--- src/hdl/strr_pkg.sv ---
// Package for the scaled text row rasterizer: constants, types and font lookup.
package strr_pkg;

    localparam logic [11:0] SCREEN_WIDTH  = 12'd320;
    localparam logic [11:0] SCREEN_HEIGHT = 12'd240;

    localparam logic [7:0] CHAR_NEWLINE = 8'h0A;
    localparam logic [5:0] GLYPH_DIGIT0 = 6'd26;
    localparam logic [5:0] GLYPH_SPACE  = 6'd36;
    localparam logic [5:0] GLYPH_DOT    = 6'd37;
    localparam logic [5:0] GLYPH_COLON  = 6'd38;
    localparam logic [5:0] GLYPH_PLUS   = 6'd39;
    localparam logic [5:0] GLYPH_MINUS  = 6'd40;
    localparam logic [5:0] GLYPH_LT     = 6'd41;
    localparam logic [5:0] GLYPH_GT     = 6'd42;
    localparam logic [5:0] GLYPH_SLASH  = 6'd43;

    typedef struct packed {
        logic signed [11:0] a;
        logic [4:0]         b;
        logic [11:0]        limit;
    } t_alu_op;

    typedef struct packed {
        logic signed [11:0] sat_sum;
        logic               fits;
    } t_alu_res;

    function automatic logic [5:0] glyph_of(input logic [7:0] code);
        logic [5:0] g;
        g = GLYPH_SPACE;
        case (code) inside
            [8'h41:8'h5A]: g = 6'(code - 8'h41);
            [8'h61:8'h7A]: g = 6'(code - 8'h61);
            [8'h30:8'h39]: g = GLYPH_DIGIT0 + 6'(code - 8'h30);
            8'h2E:         g = GLYPH_DOT;
            8'h3A:         g = GLYPH_COLON;
            8'h2B:         g = GLYPH_PLUS;
            8'h2D:         g = GLYPH_MINUS;
            8'h3C:         g = GLYPH_LT;
            8'h3E:         g = GLYPH_GT;
            8'h2F:         g = GLYPH_SLASH;
            default:       g = GLYPH_SPACE;
        endcase
        return g;
    endfunction

    // Seven 5-bit rows, top row in the upper bits.
    function automatic logic [34:0] font_glyph(input logic [5:0] g);
        logic [34:0] f;
        case (g)
            6'd0:  f = {5'd14, 5'd17, 5'd17, 5'd31, 5'd17, 5'd17, 5'd17};
            6'd1:  f = {5'd30, 5'd17, 5'd17, 5'd30, 5'd17, 5'd17, 5'd30};
            6'd2:  f = {5'd14, 5'd17, 5'd16, 5'd16, 5'd16, 5'd16, 5'd14};
            6'd3:  f = {5'd30, 5'd17, 5'd17, 5'd17, 5'd17, 5'd17, 5'd30};
            6'd4:  f = {5'd31, 5'd16, 5'd16, 5'd30, 5'd16, 5'd16, 5'd31};
            6'd5:  f = {5'd31, 5'd16, 5'd16, 5'd30, 5'd16, 5'd16, 5'd16};
            6'd6:  f = {5'd14, 5'd17, 5'd16, 5'd23, 5'd17, 5'd17, 5'd14};
            6'd7:  f = {5'd17, 5'd17, 5'd17, 5'd31, 5'd17, 5'd17, 5'd17};
            6'd8:  f = {5'd31, 5'd4,  5'd4,  5'd4,  5'd4,  5'd4,  5'd31};
            6'd9:  f = {5'd7,  5'd2,  5'd2,  5'd2,  5'd3,  5'd2,  5'd12};
            6'd10: f = {5'd17, 5'd18, 5'd20, 5'd24, 5'd20, 5'd18, 5'd17};
            6'd11: f = {5'd16, 5'd16, 5'd16, 5'd16, 5'd16, 5'd16, 5'd31};
            6'd12: f = {5'd17, 5'd27, 5'd21, 5'd21, 5'd17, 5'd17, 5'd17};
            6'd13: f = {5'd17, 5'd25, 5'd29, 5'd27, 5'd17, 5'd17, 5'd17};
            6'd14: f = {5'd14, 5'd17, 5'd17, 5'd17, 5'd17, 5'd17, 5'd14};
            6'd15: f = {5'd30, 5'd17, 5'd17, 5'd30, 5'd16, 5'd16, 5'd16};
            6'd16: f = {5'd14, 5'd17, 5'd17, 5'd17, 5'd21, 5'd18, 5'd13};
            6'd17: f = {5'd30, 5'd17, 5'd17, 5'd30, 5'd20, 5'd18, 5'd17};
            6'd18: f = {5'd15, 5'd16, 5'd16, 5'd14, 5'd1,  5'd1,  5'd30};
            6'd19: f = {5'd31, 5'd4,  5'd4,  5'd4,  5'd4,  5'd4,  5'd4};
            6'd20: f = {5'd17, 5'd17, 5'd17, 5'd17, 5'd17, 5'd17, 5'd14};
            6'd21: f = {5'd17, 5'd17, 5'd17, 5'd17, 5'd17, 5'd8,  5'd8};
            6'd22: f = {5'd17, 5'd17, 5'd17, 5'd21, 5'd21, 5'd27, 5'd17};
            6'd23: f = {5'd17, 5'd17, 5'd10, 5'd4,  5'd10, 5'd20, 5'd9};
            6'd24: f = {5'd17, 5'd17, 5'd10, 5'd4,  5'd4,  5'd4,  5'd4};
            6'd25: f = {5'd31, 5'd1,  5'd2,  5'd4,  5'd8,  5'd16, 5'd31};
            6'd26: f = {5'd14, 5'd17, 5'd19, 5'd21, 5'd25, 5'd17, 5'd14};
            6'd27: f = {5'd4,  5'd12, 5'd4,  5'd4,  5'd4,  5'd4,  5'd14};
            6'd28: f = {5'd14, 5'd17, 5'd1,  5'd2,  5'd4,  5'd8,  5'd31};
            6'd29: f = {5'd31, 5'd1,  5'd1,  5'd6,  5'd1,  5'd17, 5'd14};
            6'd30: f = {5'd2,  5'd6,  5'd10, 5'd18, 5'd31, 5'd2,  5'd2};
            6'd31: f = {5'd31, 5'd16, 5'd16, 5'd30, 5'd1,  5'd1,  5'd30};
            6'd32: f = {5'd14, 5'd16, 5'd16, 5'd30, 5'd17, 5'd17, 5'd14};
            6'd33: f = {5'd31, 5'd1,  5'd2,  5'd4,  5'd8,  5'd8,  5'd8};
            6'd34: f = {5'd14, 5'd17, 5'd17, 5'd14, 5'd17, 5'd17, 5'd14};
            6'd35: f = {5'd14, 5'd17, 5'd17, 5'd15, 5'd1,  5'd1,  5'd14};
            6'd36: f = {5'd0,  5'd0,  5'd0,  5'd0,  5'd0,  5'd0,  5'd0};
            6'd37: f = {5'd0,  5'd0,  5'd0,  5'd0,  5'd0,  5'd0,  5'd4};
            6'd38: f = {5'd0,  5'd2,  5'd0,  5'd0,  5'd0,  5'd8,  5'd0};
            6'd39: f = {5'd0,  5'd2,  5'd0,  5'd31, 5'd4,  5'd2,  5'd0};
            6'd40: f = {5'd0,  5'd0,  5'd0,  5'd31, 5'd0,  5'd0,  5'd0};
            6'd41: f = {5'd1,  5'd2,  5'd4,  5'd2,  5'd0,  5'd16, 5'd4};
            6'd42: f = {5'd16, 5'd4,  5'd2,  5'd2,  5'd4,  5'd8,  5'd16};
            6'd43: f = {5'd1,  5'd1,  5'd2,  5'd4,  5'd8,  5'd16, 5'd16};
            default: f = '0;
        endcase
        return f;
    endfunction

    function automatic logic [4:0] glyph_row(input logic [34:0] f, input logic [2:0] r);
        logic [4:0] bits;
        case (r)
            3'd0:    bits = f[34:30];
            3'd1:    bits = f[29:25];
            3'd2:    bits = f[24:20];
            3'd3:    bits = f[19:15];
            3'd4:    bits = f[14:10];
            3'd5:    bits = f[9:5];
            3'd6:    bits = f[4:0];
            default: bits = '0;
        endcase
        return bits;
    endfunction

    // Replicates each of the 5 columns eff times, left-justified in 15 bits.
    function automatic logic [14:0] expand_row(input logic [4:0] bits, input logic [1:0] eff);
        logic [14:0] m;
        m = '0;
        case (eff)
            2'd2: begin
                for (int c = 0; c < 5; c++) begin
                    m[14 - 2 * c] = bits[4 - c];
                    m[13 - 2 * c] = bits[4 - c];
                end
            end
            2'd3: begin
                for (int c = 0; c < 5; c++) begin
                    m[14 - 3 * c] = bits[4 - c];
                    m[13 - 3 * c] = bits[4 - c];
                    m[12 - 3 * c] = bits[4 - c];
                end
            end
            default: m = {bits, 10'b0};
        endcase
        return m;
    endfunction

    function automatic logic [3:0] width_of(input logic [1:0] eff);
        logic [3:0] w;
        case (eff)
            2'd2:    w = 4'd10;
            2'd3:    w = 4'd15;
            default: w = 4'd5;
        endcase
        return w;
    endfunction

    function automatic logic [4:0] height_of(input logic [1:0] eff);
        logic [4:0] h;
        case (eff)
            2'd2:    h = 5'd14;
            2'd3:    h = 5'd21;
            default: h = 5'd7;
        endcase
        return h;
    endfunction

    function automatic logic [4:0] advance_of(input logic [1:0] scale);
        logic [4:0] a;
        case (scale)
            2'd1:    a = 5'd6;
            2'd2:    a = 5'd12;
            2'd3:    a = 5'd18;
            default: a = 5'd0;
        endcase
        return a;
    endfunction

endpackage

--- src/hdl/strr_alu.sv ---
// Shared saturating coordinate adder with screen-fit compare.
module strr_alu (
    input  strr_pkg::t_alu_op  i_op,
    output strr_pkg::t_alu_res o_res
);
    import strr_pkg::*;

    logic [11:0] sum;

    // b is non-negative, so only the upper bound can overflow.
    assign sum = i_op.a + 12'(i_op.b);
    assign o_res.sat_sum = (!i_op.a[11] && sum[11]) ? 12'sh7FF : sum;
    assign o_res.fits    = !i_op.a[11] && (sum <= i_op.limit);

endmodule

--- src/hdl/scaled_text_row_rasterizer.sv ---
// Top level of the scaled text row rasterizer.
// Sequence: an accepted character goes through S_CHKX and S_CHKY, then S_ROWS if it fits on screen.
// A drawn character emits 7*eff rows (eff = scale, 1 at scale 0) while the output is free, output
// stalls holding it, then S_ADV. Off screen it goes to S_ADV; a newline to S_NL. One item at a time.
// All steps share one saturating adder/compare unit.
// Reset (synchronous, active low): cursor and origin 0, glyph_scale 1, idle.
module scaled_text_row_rasterizer (
    input  logic        i_clk,
    input  logic        i_rst_n,
    input  logic        i_valid,
    output logic        o_stall,
    input  logic [7:0]  i_char_code,
    input  logic        i_start_text,
    input  logic signed [11:0] i_text_x,
    input  logic signed [11:0] i_text_y,
    output logic        o_valid,
    input  logic        i_stall,
    output logic [10:0] o_window_x,
    output logic [10:0] o_window_y,
    output logic [4:0]  o_row_index,
    output logic [3:0]  o_row_width,
    output logic [14:0] o_row_mask,
    output logic        o_last_row,
    input  logic        i_cfg_valid,
    output logic        o_cfg_ready,
    input  logic [1:0]  i_cfg_data
);
    import strr_pkg::*;

    localparam logic [2:0] S_IDLE = 3'd0;
    localparam logic [2:0] S_CHKX = 3'd1;
    localparam logic [2:0] S_CHKY = 3'd2;
    localparam logic [2:0] S_ROWS = 3'd3;
    localparam logic [2:0] S_ADV  = 3'd4;
    localparam logic [2:0] S_NL   = 3'd5;

    logic [2:0]         r_state;
    logic [1:0]         r_scale;
    logic signed [11:0] r_origin, r_cur_x, r_cur_y;
    logic [5:0]         r_glyph;
    logic               r_fit_x, r_fit;
    logic [4:0]         r_py;
    logic [2:0]         r_grow;
    logic [1:0]         r_sub;
    logic               r_out_valid;
    logic [10:0]        r_out_x, r_out_y;
    logic [4:0]         r_out_idx;
    logic [3:0]         r_out_w;
    logic [14:0]        r_out_mask;
    logic               r_out_last;

    logic [1:0]  eff;
    logic [4:0]  h;
    logic        in_acc, out_free, emit, row_last;
    t_alu_op     alu_op;
    t_alu_res    alu_res;

    assign eff      = (r_scale == 2'd0) ? 2'd1 : r_scale;
    assign h        = height_of(eff);
    assign o_stall  = (r_state != S_IDLE);
    assign in_acc   = i_valid && !o_stall;
    assign out_free = !r_out_valid || !i_stall;
    assign emit     = (r_state == S_ROWS) && out_free;
    assign row_last = (r_py == h - 5'd1);
    assign o_cfg_ready = 1'b1;

    always_comb begin
        alu_op = '{a: r_cur_x, b: {1'b0, width_of(eff)}, limit: SCREEN_WIDTH};
        case (r_state)
            S_CHKY:  alu_op = '{a: r_cur_y, b: h, limit: SCREEN_HEIGHT};
            S_ADV:   alu_op = '{a: r_cur_x, b: advance_of(r_scale), limit: SCREEN_WIDTH};
            S_NL:    alu_op = '{a: r_cur_y, b: {r_scale, 3'b000}, limit: SCREEN_HEIGHT};
            default: alu_op = '{a: r_cur_x, b: {1'b0, width_of(eff)}, limit: SCREEN_WIDTH};
        endcase
    end

    strr_alu u_alu (
        .i_op  (alu_op),
        .o_res (alu_res)
    );

    always_ff @(posedge i_clk) begin
        if (!i_rst_n) begin
            r_state     <= S_IDLE;
            r_scale     <= 2'd1;
            r_origin    <= '0;
            r_cur_x     <= '0;
            r_cur_y     <= '0;
            r_out_valid <= 1'b0;
        end else begin
            if (i_cfg_valid) begin
                r_scale <= i_cfg_data;
            end
            if (!r_out_valid || !i_stall) begin
                r_out_valid <= emit;
            end
            case (r_state)
                S_IDLE: begin
                    if (in_acc) begin
                        if (i_start_text) begin
                            r_origin <= i_text_x;
                            r_cur_x  <= i_text_x;
                            r_cur_y  <= i_text_y;
                        end
                        r_state <= (i_char_code == CHAR_NEWLINE) ? S_NL : S_CHKX;
                    end
                end
                S_CHKX: begin
                    r_state <= S_CHKY;
                end
                S_CHKY: begin
                    r_state <= (r_fit_x && alu_res.fits) ? S_ROWS : S_ADV;
                end
                S_ROWS: begin
                    if (emit && row_last) begin
                        r_state <= S_ADV;
                    end
                end
                S_ADV: begin
                    r_cur_x <= alu_res.sat_sum;
                    r_state <= S_IDLE;
                end
                S_NL: begin
                    r_cur_y <= alu_res.sat_sum;
                    r_cur_x <= r_origin;
                    r_state <= S_IDLE;
                end
                default: r_state <= S_IDLE;
            endcase
        end
    end

    always_ff @(posedge i_clk) begin
        if (in_acc) begin
            r_glyph <= glyph_of(i_char_code);
        end
        if (r_state == S_CHKX) begin
            r_fit_x <= alu_res.fits;
        end
        if (r_state == S_CHKY) begin
            r_fit  <= r_fit_x && alu_res.fits;
            r_py   <= '0;
            r_grow <= '0;
            r_sub  <= '0;
        end
        if (emit) begin
            r_out_x    <= r_cur_x[10:0];
            r_out_y    <= r_cur_y[10:0];
            r_out_idx  <= r_py;
            r_out_w    <= width_of(eff);
            r_out_mask <= expand_row(glyph_row(font_glyph(r_glyph), r_grow), eff);
            r_out_last <= row_last;
            r_py       <= r_py + 5'd1;
            if (r_sub == eff - 2'd1) begin
                r_sub  <= '0;
                r_grow <= r_grow + 3'd1;
            end else begin
                r_sub <= r_sub + 2'd1;
            end
        end
    end

    assign o_valid     = r_out_valid;
    assign o_window_x  = r_out_x;
    assign o_window_y  = r_out_y;
    assign o_row_index = r_out_idx;
    assign o_row_width = r_out_w;
    assign o_row_mask  = r_out_mask;
    assign o_last_row  = r_out_last;

    a_rows_fit: assert property (@(posedge i_clk) disable iff (!i_rst_n)
        (r_state == S_ROWS) |-> r_fit)
        else $error("rows emitted for a character off screen");

    a_mask_width: assert property (@(posedge i_clk) disable iff (!i_rst_n)
        o_valid |-> ((o_row_mask & (15'h7FFF >> o_row_width)) == 15'd0))
        else $error("mask bits right of row width");

    a_last_index: assert property (@(posedge i_clk) disable iff (!i_rst_n)
        (o_valid && o_last_row) |->
            ((o_row_width == 4'd5 && o_row_index == 5'd6) ||
             (o_row_width == 4'd10 && o_row_index == 5'd13) ||
             (o_row_width == 4'd15 && o_row_index == 5'd20)))
        else $error("last row flag on wrong row");

    a_accept_busy: assert property (@(posedge i_clk) disable iff (!i_rst_n)
        in_acc |=> o_stall)
        else $error("sequencer did not start on accepted transaction");

endmodule
--- config.mk ---
export PLATFORM = sky130hd
export DESIGN_NAME = scaled_text_row_rasterizer
export DESIGN_NICKNAME = d
export VERILOG_FILES = /design/src/hdl/strr_pkg.sv /design/src/hdl/strr_alu.sv /design/src/hdl/scaled_text_row_rasterizer.sv
export SDC_FILE = /design/constraint.sdc
export NUM_CORES = 1
export LEC_CHECK = 0
export ABC_AREA = 0
export BUFFER_PORTS_ARGS = -buffer_cell sky130_fd_sc_hd__buf_2
export CAP_MARGIN = 20
export CORE_MARGIN = 3
export CORE_UTILIZATION = 30
export CTS_CLUSTER_SIZE = 25
export DETAILED_ROUTE_END_ITERATION = 6
export PLACE_DENSITY = 0.53
export SYNTH_ARGS = -nofsm -noshare
export SYNTH_HDL_FRONTEND = slang
export SYNTH_SLANG_ARGS = --single-unit
--- constraint.sdc ---
create_clock -name i_clk -period 7.4 [get_ports i_clk]
set_input_delay 1.85 -clock i_clk [delete_from_list [all_inputs] [get_ports i_clk]]
set_output_delay 1.85 -clock i_clk [all_outputs]
set_load 0.02 [all_outputs]
* Word level (Yosys, flattened, before mapping)
Memories as Yosys holds them, arrays and structs flattened. A register that Yosys moved wholly into a read port is not among the register bits.
Cells that the tools add are included.
** Storage, ports and cells
- Register bits after elaboration :: 105
- Memory bits (read-only) :: 2240
- Input bits :: 40
- Output and inout port bits :: 50
- Logic and storage cells :: 128
- Memories kept :: 1
** Memory list
- (name not given) :: depth 64, width 35, rd ports 1, clocked after Yosys merged registers in 1, write ports 0, line strr_pkg.sv:51 : case (g)
** Cells by class
- $add $sub $neg :: 10
- $lt $le $gt $ge :: 7
- Equality and inequality tests :: 29
- Mux-type cells :: 38
- Reductions and logical operators :: 25
** Operators with widths (count)
- $pmux W29 S3 :: 1
- $mux W12 :: 5
- $eq A8 B6 Y1 const B :: 7
- $pmux W12 S3 :: 1
- $pmux W5 S7 :: 1
- $mux W4 :: 7
- $mux W6 :: 4
- $pmux W12 S2 :: 1
- $mux W3 :: 7
- $pmux W9 S2 :: 1
- $ge A8 B7 Y1 const B :: 2
- $le A8 B7 Y1 const B :: 2
- $eq A3 B3 Y1 const B :: 5
- $pmux W5 S3 :: 1
- $add A12 B5 Y12 :: 1
- $eq A3 B2 Y1 const B :: 4
- $le A12 B12 Y1 :: 1
- $pmux W3 S4 :: 1
- $sub A6 B6 Y6 const B :: 2
- $mux W5 :: 2
- $pmux W5 S2 :: 1
- $logic_and A1 B1 Y1 :: 9
- $reduce_and A3 Y1 :: 3
- $eq A2 B2 Y1 const B :: 4
- other kinds (25) :: 36

* Longest topological paths before layout
Gate-level depths: netlist of the first run.
- Word-level depth :: 12
- Gate-level depth with buffers :: 23
- Mapped depth without buffers :: 21

* Modules after synthesis
A second synthesis of the first run with hierarchy kept.
** Unflattened totals
- Cell total of the unflattened synthesis :: 980
- Area, all modules :: 8700.8 µm²
** Modules (own cells, without submodules)
- scaled_text_row_rasterizer :: instances 1, cells each 868, area an instance 7877.6 µm², sequential area each 3253.1 µm²
- strr_alu :: instances 1, cells each 112, area an instance 823.3 µm², sequential area each 0.0 µm²

* Least setup slack after synthesis of the first run
Ideal clock, no wire load.
- Path type :: input to register
- From :: input port i_char_code[1]
- To :: register (tool-made name)
- Setup time :: 0.123 ns
- Arrival time :: 4.876 ns
- Data required time :: 7.277 ns
- Path slack :: 2.400 ns
- Stages on the path :: 18
- Path buffers :: 4
- Path through :: inv_1 ha_1 nor3b_1 a21o_1 or3_1 buf_6 or2_1 a31o_1 buf_6 inv_2 buf_6 ha_1 clkbuf_1 inv_1 a21oi_1 a21oi_1 a21oi_1 o22ai_1
** RTL lines
- from (decl) :: line scaled_text_row_rasterizer.sv:12 : input logic [7:0] i_char_code,

==> metrics.yaml, run 1 <==
worst_setup_path:
  worstSetupEndpointType: "flip-flop"
  startpoint_type: "input port"
  cp.required_ps: 7680
  crit_type: "input port to flip-flop"
  cp_max_fo: 17
  critPathArrivalTime_ps: 5870
pwr:
  totalPowerFinal_mw: 2.335
  power_density_mw_per_mm2: 243.7
  switchingPower_uw: 773.8
  swShare_pct: 33.13
  pwr-share-comb_pct: 24.4
  peakVddDrop_v: 0.0001530
  seq_power_share_pct: 37.2
  intPower_mw: 1.562
  pwr-share-clk_pct: 38.3
  p_leak_nw: 3.687
layout:
  diodes: 0
  drive_above_1_share_pct: 16.93
  nNetsFinal: 1076
  area_delta_synth_final_pct: 14.35
  postLayoutCellArea_mm2: 0.009583
  multi_input_area_mm2: 0.004567
  seqCellArea_mm2: 0.003253
  nFillCells: 2820
timing:
  holdWs_ps: 453.9
  tns_ps: 0
  min_period_ps: 5599
  max_slew_margin_pct: 30.13
  fmax_ghz: 0.1786
  worst_slew_pin_slew_ps: 1044
  setup_viol: 0
  clock_skew_ps: 12.89
  finalWorstSetupSlack_ps: 1801
  finalHoldViolations: 0
  slew_viol_final: 0
  rsz0062_at_grt: "no"
  min_period_over_period_pct: 75.66
yosys:
  synthesis.nets: 1037
  synth_edf_count: 55
  ys_warn_count: 0
  yosysUniqueCellTypes: 88
  ys_seq_elements: 135
  netlist_instances: 952
  netlist_area_mm2: 0.008381
  synth_seq_area_share_pct: 38.82
  async_flop_share_pct: 0
  syn_area_per_cell_um2: 8.803
  synth_flop_cell: "dfxtp_1"
routing:
  viasPerCell: 5.440
  wirelength_mm: 25.92
  first_pass_iters: 6
  postRouteAntennaNets: 0
  via_count: 7485
  drc: 0
  drt_iter0_markers: 800
  wl_per_cell_um: 18.84
clocking:
  ctsHtreeMaxLevel: 4
  cts_buffers: 17
  cts_resized: 0
  cts_root_buf: "clkbuf_16"
  post_cts_buffers: 0
  clockBufferDepth: 2
  cts.sinks: 135
  postCtsHoldBufs: 0
  clk_latency_ps: 420
  cts_tree: "done"
  cts.clk_slew.worst_paths_ps: 70
placement:
  pre_cts_ws_ps: 1436
  post_dp_cell_area_mm2: 0.008954
  port-buffer-count: 88
  gp_congestion: 0.9607
  hpwl_mm: 18.39
flow_run:
  drv_cap: 0
floorplanning:
  coreArea_mm2: 0.02718
  io_pins: 90
  rows: 60
  die_area_mm2: 0.02998
  die_w_um: 173.1
  start_util_pct: 30.84
  dieHeight_um: 173.1
grt:
  grt_max_degree: 47
  grt_usage_pct: 16.82
  grt_pass1_wl_mm: 40.71
  grt_pass1_vias: 7091
  overflow: 0
  antenna_found_initial: 0
worst_hold_path:
  hold_path.class: "flip-flop to flip-flop"
status:
  status: "completed"
-- path summary, 6_finish.rpt --
| kind | slack [ps] | startpoint | cells after the start | endpoint |
|---|---|---|---|---|
| hold / removal | 450 | r_origin[7] | 2 | r_origin[7] |
| setup / recovery | 1800 | i_char_code[1] | 15 | flip-flop |
| setup reg to reg | 2280 | r_scale[0] | 19 | r_state[0] |
| hold reg to reg | 450 | r_origin[7] | 2 | r_origin[7] |
-- power groups by stage --
| stage | logic (mW) | registers (mW) | clock network, mW |
|---|---|---|---|
| 2_1_floorplan | 0.406 | 0.870 | 0 |
| 3_3_place_gp | 0.568 | 0.887 | 0 |
| 3_5_place_dp | 0.552 | 0.885 | 0 |
| 4_1_cts | 0.555 | 0.869 | 0.910 |
| 5_1_grt | 0.617 | 0.876 | 0.942 |
| 6_report | 0.571 | 0.870 | 0.895 |
-- stage by stage --
step | std cells | utilization (%)
after CTS | 1375 | 35.21
after floorplan | 952 | -
final | 1376 | 35.26
after global placement | 1343 | 32.95
after global routing | 1376 | 35.26
after detailed placement | 1343 | 32.95
-- cell usage after synthesis (all sizes together), types with 7 or more instances --
| cell | number | area (um2) |
|---|---|---|
| nand2 | 100 | 377.9 |
| nor2 | 83 | 326.6 |
| dfxtp | 80 | 1602 |
| a21oi | 77 | 389.1 |
| o21ai | 71 | 362.8 |
| edfxtp | 55 | 1652 |
| ha | 44 | 550.5 |
| inv | 44 | 167.7 |
| buf | 39 | 252.7 |
| clkbuf | 38 | 142.6 |
| nand3 | 25 | 125.1 |
| nor3 | 23 | 115.1 |
| mux2i | 19 | 190.2 |
| a211oi | 18 | 135.1 |
| a31oi | 14 | 123.9 |
| o211ai | 14 | 105.1 |
| nand2b | 11 | 68.82 |
| xnor2 | 11 | 96.34 |
| xor2 | 11 | 96.34 |
| a221oi | 10 | 93.84 |
| a22oi | 10 | 75.07 |
| mux2 | 8 | 90.09 |
| nor3b | 8 | 70.06 |
| a21o | 7 | 52.55 |
| nor2b | 7 | 43.79 |
| o21a | 7 | 52.55 |
| o221ai | 7 | 78.83 |
| o22ai | 7 | 43.79 |
-- cells in the final DEF (no fill, tap or decap), types with 7 or more instances in the layout --
cell type  count
nand2_1       99
buf_2         88
dfxtp_1       80
nor2_1        79
a21oi_1       76
o21ai_0       64
edfxtp_1      55
ha_1          44
inv_1         39
nand3_1       25
nor3_1        23
mux2i_1       19
a211oi_1      18
clkbuf_16     17
o211ai_1      14
nand2b_1      11
xnor2_1       11
a31oi_1       11
xor2_1        11
a22oi_1       10
a221oi_1       9
mux2_2         8
buf_4          8
a21o_1         7
o21a_1         7
o22ai_1        7
inv_6          7
-- kinds of logic after synthesis --
logic type                 Yosys count  synth area share (%)
muxes                               27                 3.344
other                                1               0.04475
and+or+nand+nor                    293                 16.45
DFF                                135                 38.82
xor gates and xnor gates            22                 2.299
adders and majority gates           45                 6.808
AOI/OAI and AO/OA                  308                 25.52
buffers and inverters              121                 6.718
-- per-layer routing --
layer	GRT usage (%)	wire length, um	vias up
li1	-	-	3563
met1	23.15	11770	3498
met2	25.63	11240	363
met3	4.172	2216	61
met4	5.980	693	0
met5	0	0	-
-- worst max-delay path, cell delays in order --
cell and delay [ps]:
buf_2 170, inv_1 150, ha_1 240, nor3b_1 170, a21o_1 180, or3_1 460, or2_1 290, a31o_1 410
inv_2 350, ha_1 430, inv_1 190, a21oi_1 570, a21oi_1 80, a21oi_1 210, o22ai_1 100
-- area by class of cell --
type,instances,share of cell area [%]
multi-input cells,696,47.66
flip-flops and latches,135,33.95
repair buffers,97,5.379
well taps,372,4.857
clock buffers,18,4.478
clock inverters,14,1.932
inverters,44,1.750
Note: power is estimated with default switching activity, not from simulation.
==> run 2: changes to the inputs <==
- clock period: 7.4 -> 5.8 ns (I/O delays scaled with it)
==> run 2 against run 1 <==
- cell area increased by 0.95%
- setup slack got worse by 1200 ps
- hold slack got worse by 4.0 ps
- die area unchanged
- sequential share of layout area is 0.32 points lower
- clock-buffer cell count unchanged
- sequential power grew 28%
- critical path depth did not move
- clock skew is 3.8 ps higher
- core utilization is 0.34 points higher
- largest cell class unchanged
==> metrics.yaml, run 2 (synthesis results as in run 1) <==
status:
  status: "completed"
clocking:
  cts_resized: 0  # unchanged
  cts_tree: "done"
  cts_root_buf: "clkbuf_16"
  ctsHtreeMaxLevel: 4  # unchanged
  clockBufferDepth: 2  # unchanged
  post_cts_buffers: 0  # unchanged
  postCtsHoldBufs: 0  # unchanged
  clk_latency_ps: 420  # about the same
  cts_buffers: 17  # unchanged
  cts.sinks: 135  # unchanged
  cts.clk_slew.worst_paths_ps: 50  # -20 ps
pwr:
  p_leak_nw: 3.740  # +1.5%
  peakVddDrop_v: 0.0002249  # +47%
  power_density_mw_per_mm2: 308.0  # +26%
worst_hold_path:
  holdPathStages: 2  # unchanged
  hold_path.class: "flip-flop to flip-flop"
timing:
  max_slew_margin_pct: 28.26  # -1.9 points
  rsz0062_at_grt: "no"
  min_period_ps: 5217
  slew_viol_final: 0  # unchanged
  tns_ps: 0  # unchanged
  clock_skew_ps: 16.71  # +3.816 ps
  worst_slew_pin_slew_ps: 1072  # +27.90 ps
  finalHoldViolations: 0  # unchanged
  setup_viol: 0  # unchanged
  fmax_ghz: 0.1917
  min_period_over_period_pct: 89.96
worst_setup_path:
  cp_max_fo: 17  # unchanged
  crit_path_cell_trace: "buf_2, inv_1, ha_1, nor3b_1, a21o_1, or3_1, or2_1, a31o_1, inv_2, ha_1, inv_1, nand3_1, o21ai_0, a21boi_0, o21ai_0"
  r2r_cells: 18  # -1
  startpoint_type: "input port"
  worstSetupEndpointType: "flip-flop"
  crit_slowest_cell: "ha_1"
  cp.required_ps: 6070  # -1610 ps
  slowest_delay_ps: 520  # -50 ps
  critPathBufInv: 4  # unchanged
  r2r_slack_ps: 1070  # -1210 ps
  crit_type: "input port to flip-flop"
  cp_top_family: "compound AO/OA/AOI/OAI gates"
  crit_cells: 15  # unchanged
  critPathArrivalTime_ps: 5490  # -380 ps
layout:
  diodes: 0  # unchanged
  drive_above_1_share_pct: 17.75  # +0.82 points
  fin_util_pct: 35.60  # +0.34 points
  area_delta_synth_final_pct: 15.44
  most-common-layout-cells: "nand2_1, buf_2, dfxtp_1"
  nNetsFinal: 1086  # +0.93%
  mostFrequentLayoutCell: "nand2_1"
grt:
  grt_max_degree: 42  # -11%
  grt_pass1_wl_mm: 41.30  # +1.4%
  overflow: 0  # unchanged
  grt_usage_pct: 17.14  # +0.33 points
  grt_pass1_vias: 7182  # +1.3%
  antenna_found_initial: 1  # +1
floorplanning:
  die_w_um: 173.1  # unchanged
  dieHeight_um: 173.1  # unchanged
  start_util_pct: 30.84  # unchanged
  die_area_mm2: 0.02998  # unchanged
  coreArea_mm2: 0.02718  # unchanged
  io_pins: 90  # unchanged
  rows: 60  # unchanged
routing:
  drt_iter0_markers: 986  # +23%
  wirelength_mm: 26.20  # +1.1%
  drc: 0  # unchanged
  viasPerCell: 5.434  # -0.11%
  postRouteAntennaNets: 0  # unchanged
  first_pass_iters: 6  # unchanged
  wl_per_cell_um: 18.90  # +0.34%
  via_count: 7531  # +0.61%
placement:
  port-buffer-count: 88  # unchanged
  hpwl_mm: 18.65  # +1.4%
  gp_congestion: 0.9784  # +1.8%
flow_run:
  drv_cap: 0  # unchanged
## run 2: changes by cell type in the layout (fill, tap and decap cells not counted)
| cell | delta |
|---|---|
| buf_8 | -1 |
| clkinvlp_4 | +1 |
| clkinv_2 | +2 |
| clkinv_4 | +1 |
| buf_16 | +1 |
| buf_12 | +1 |
| inv_6 | -4 |
| buf_4 | +9 |
## run 2: power breakdown
part / internal (mW) / leakage, nW / total, mW / switching, mW
Clock: 0.682 / 0.291 / 1.12 / 0.434
Combinational: 0.253 / 2.27 / 0.750 / 0.497
Sequential: 1.07 / 1.18 / 1.11 / 0.0475
## run 2: metrics by stage
step / std cells / hold WS, ps / power, mW / setup slack, ps / instance area [um2]
floorplan: 952 / 426.0 / 1.628 / 1200 / 8381
global placement: 1353 / 437.8 / 1.873 / 292.2 / 9041
detailed placement: 1353 / 443.4 / 1.853 / 323.4 / 9041
CTS: 1385 / 451.1 / 2.974 / 749.2 / 9647
global route: 1386 / 472.3 / 3.106 / 400.8 / 9674
finish: 1386 / 449.8 / 2.979 / 582.5 / 9674
## run 2: cell type report
type | count | area, um2
clock inverters | 14 | 176.4
well taps | 372 | 465.4
inverters | 44 | 167.7
repair buffers | 107 | 615.6
multi-input cells | 696 | 4567
fillers | 2799 | 17500
clock buffers | 18 | 429.2
flip-flops and latches | 135 | 3253
## run 2: worst reg2reg max path, delay by kind of cell, from the launching register on
family / cells / cell delay [ps]
AO/OA/AOI/OAI: 8 / 1980
adder cells (fa/ha/maj): 4 / 1320
buffers and inverters: 3 / 430
flip-flops: 1 / 380
XOR/XNOR: 1 / 360
AND/OR/NAND/NOR: 2 / 200
## run 2: final timing paths
check | from | to
min | r_origin[10] | r_origin[10]
min reg2reg | r_origin[10] | r_origin[10]
max reg2reg | r_scale[1] | r_state[1]
max | i_char_code[1] | flip-flop
## run 2: per-layer routing
| metal | GRT usage, % | routed length [um] | vias to the layer above |
|---|---|---|---|
| li1 | - | - | 3587 |
| met1 | 23.41 | 11680 | 3485 |
| met2 | 26.09 | 11380 | 377 |
| met3 | 4.545 | 2288 | 80 |
| met4 | 6.216 | 835 | 2 |
| met5 | 0 | 13 | - |
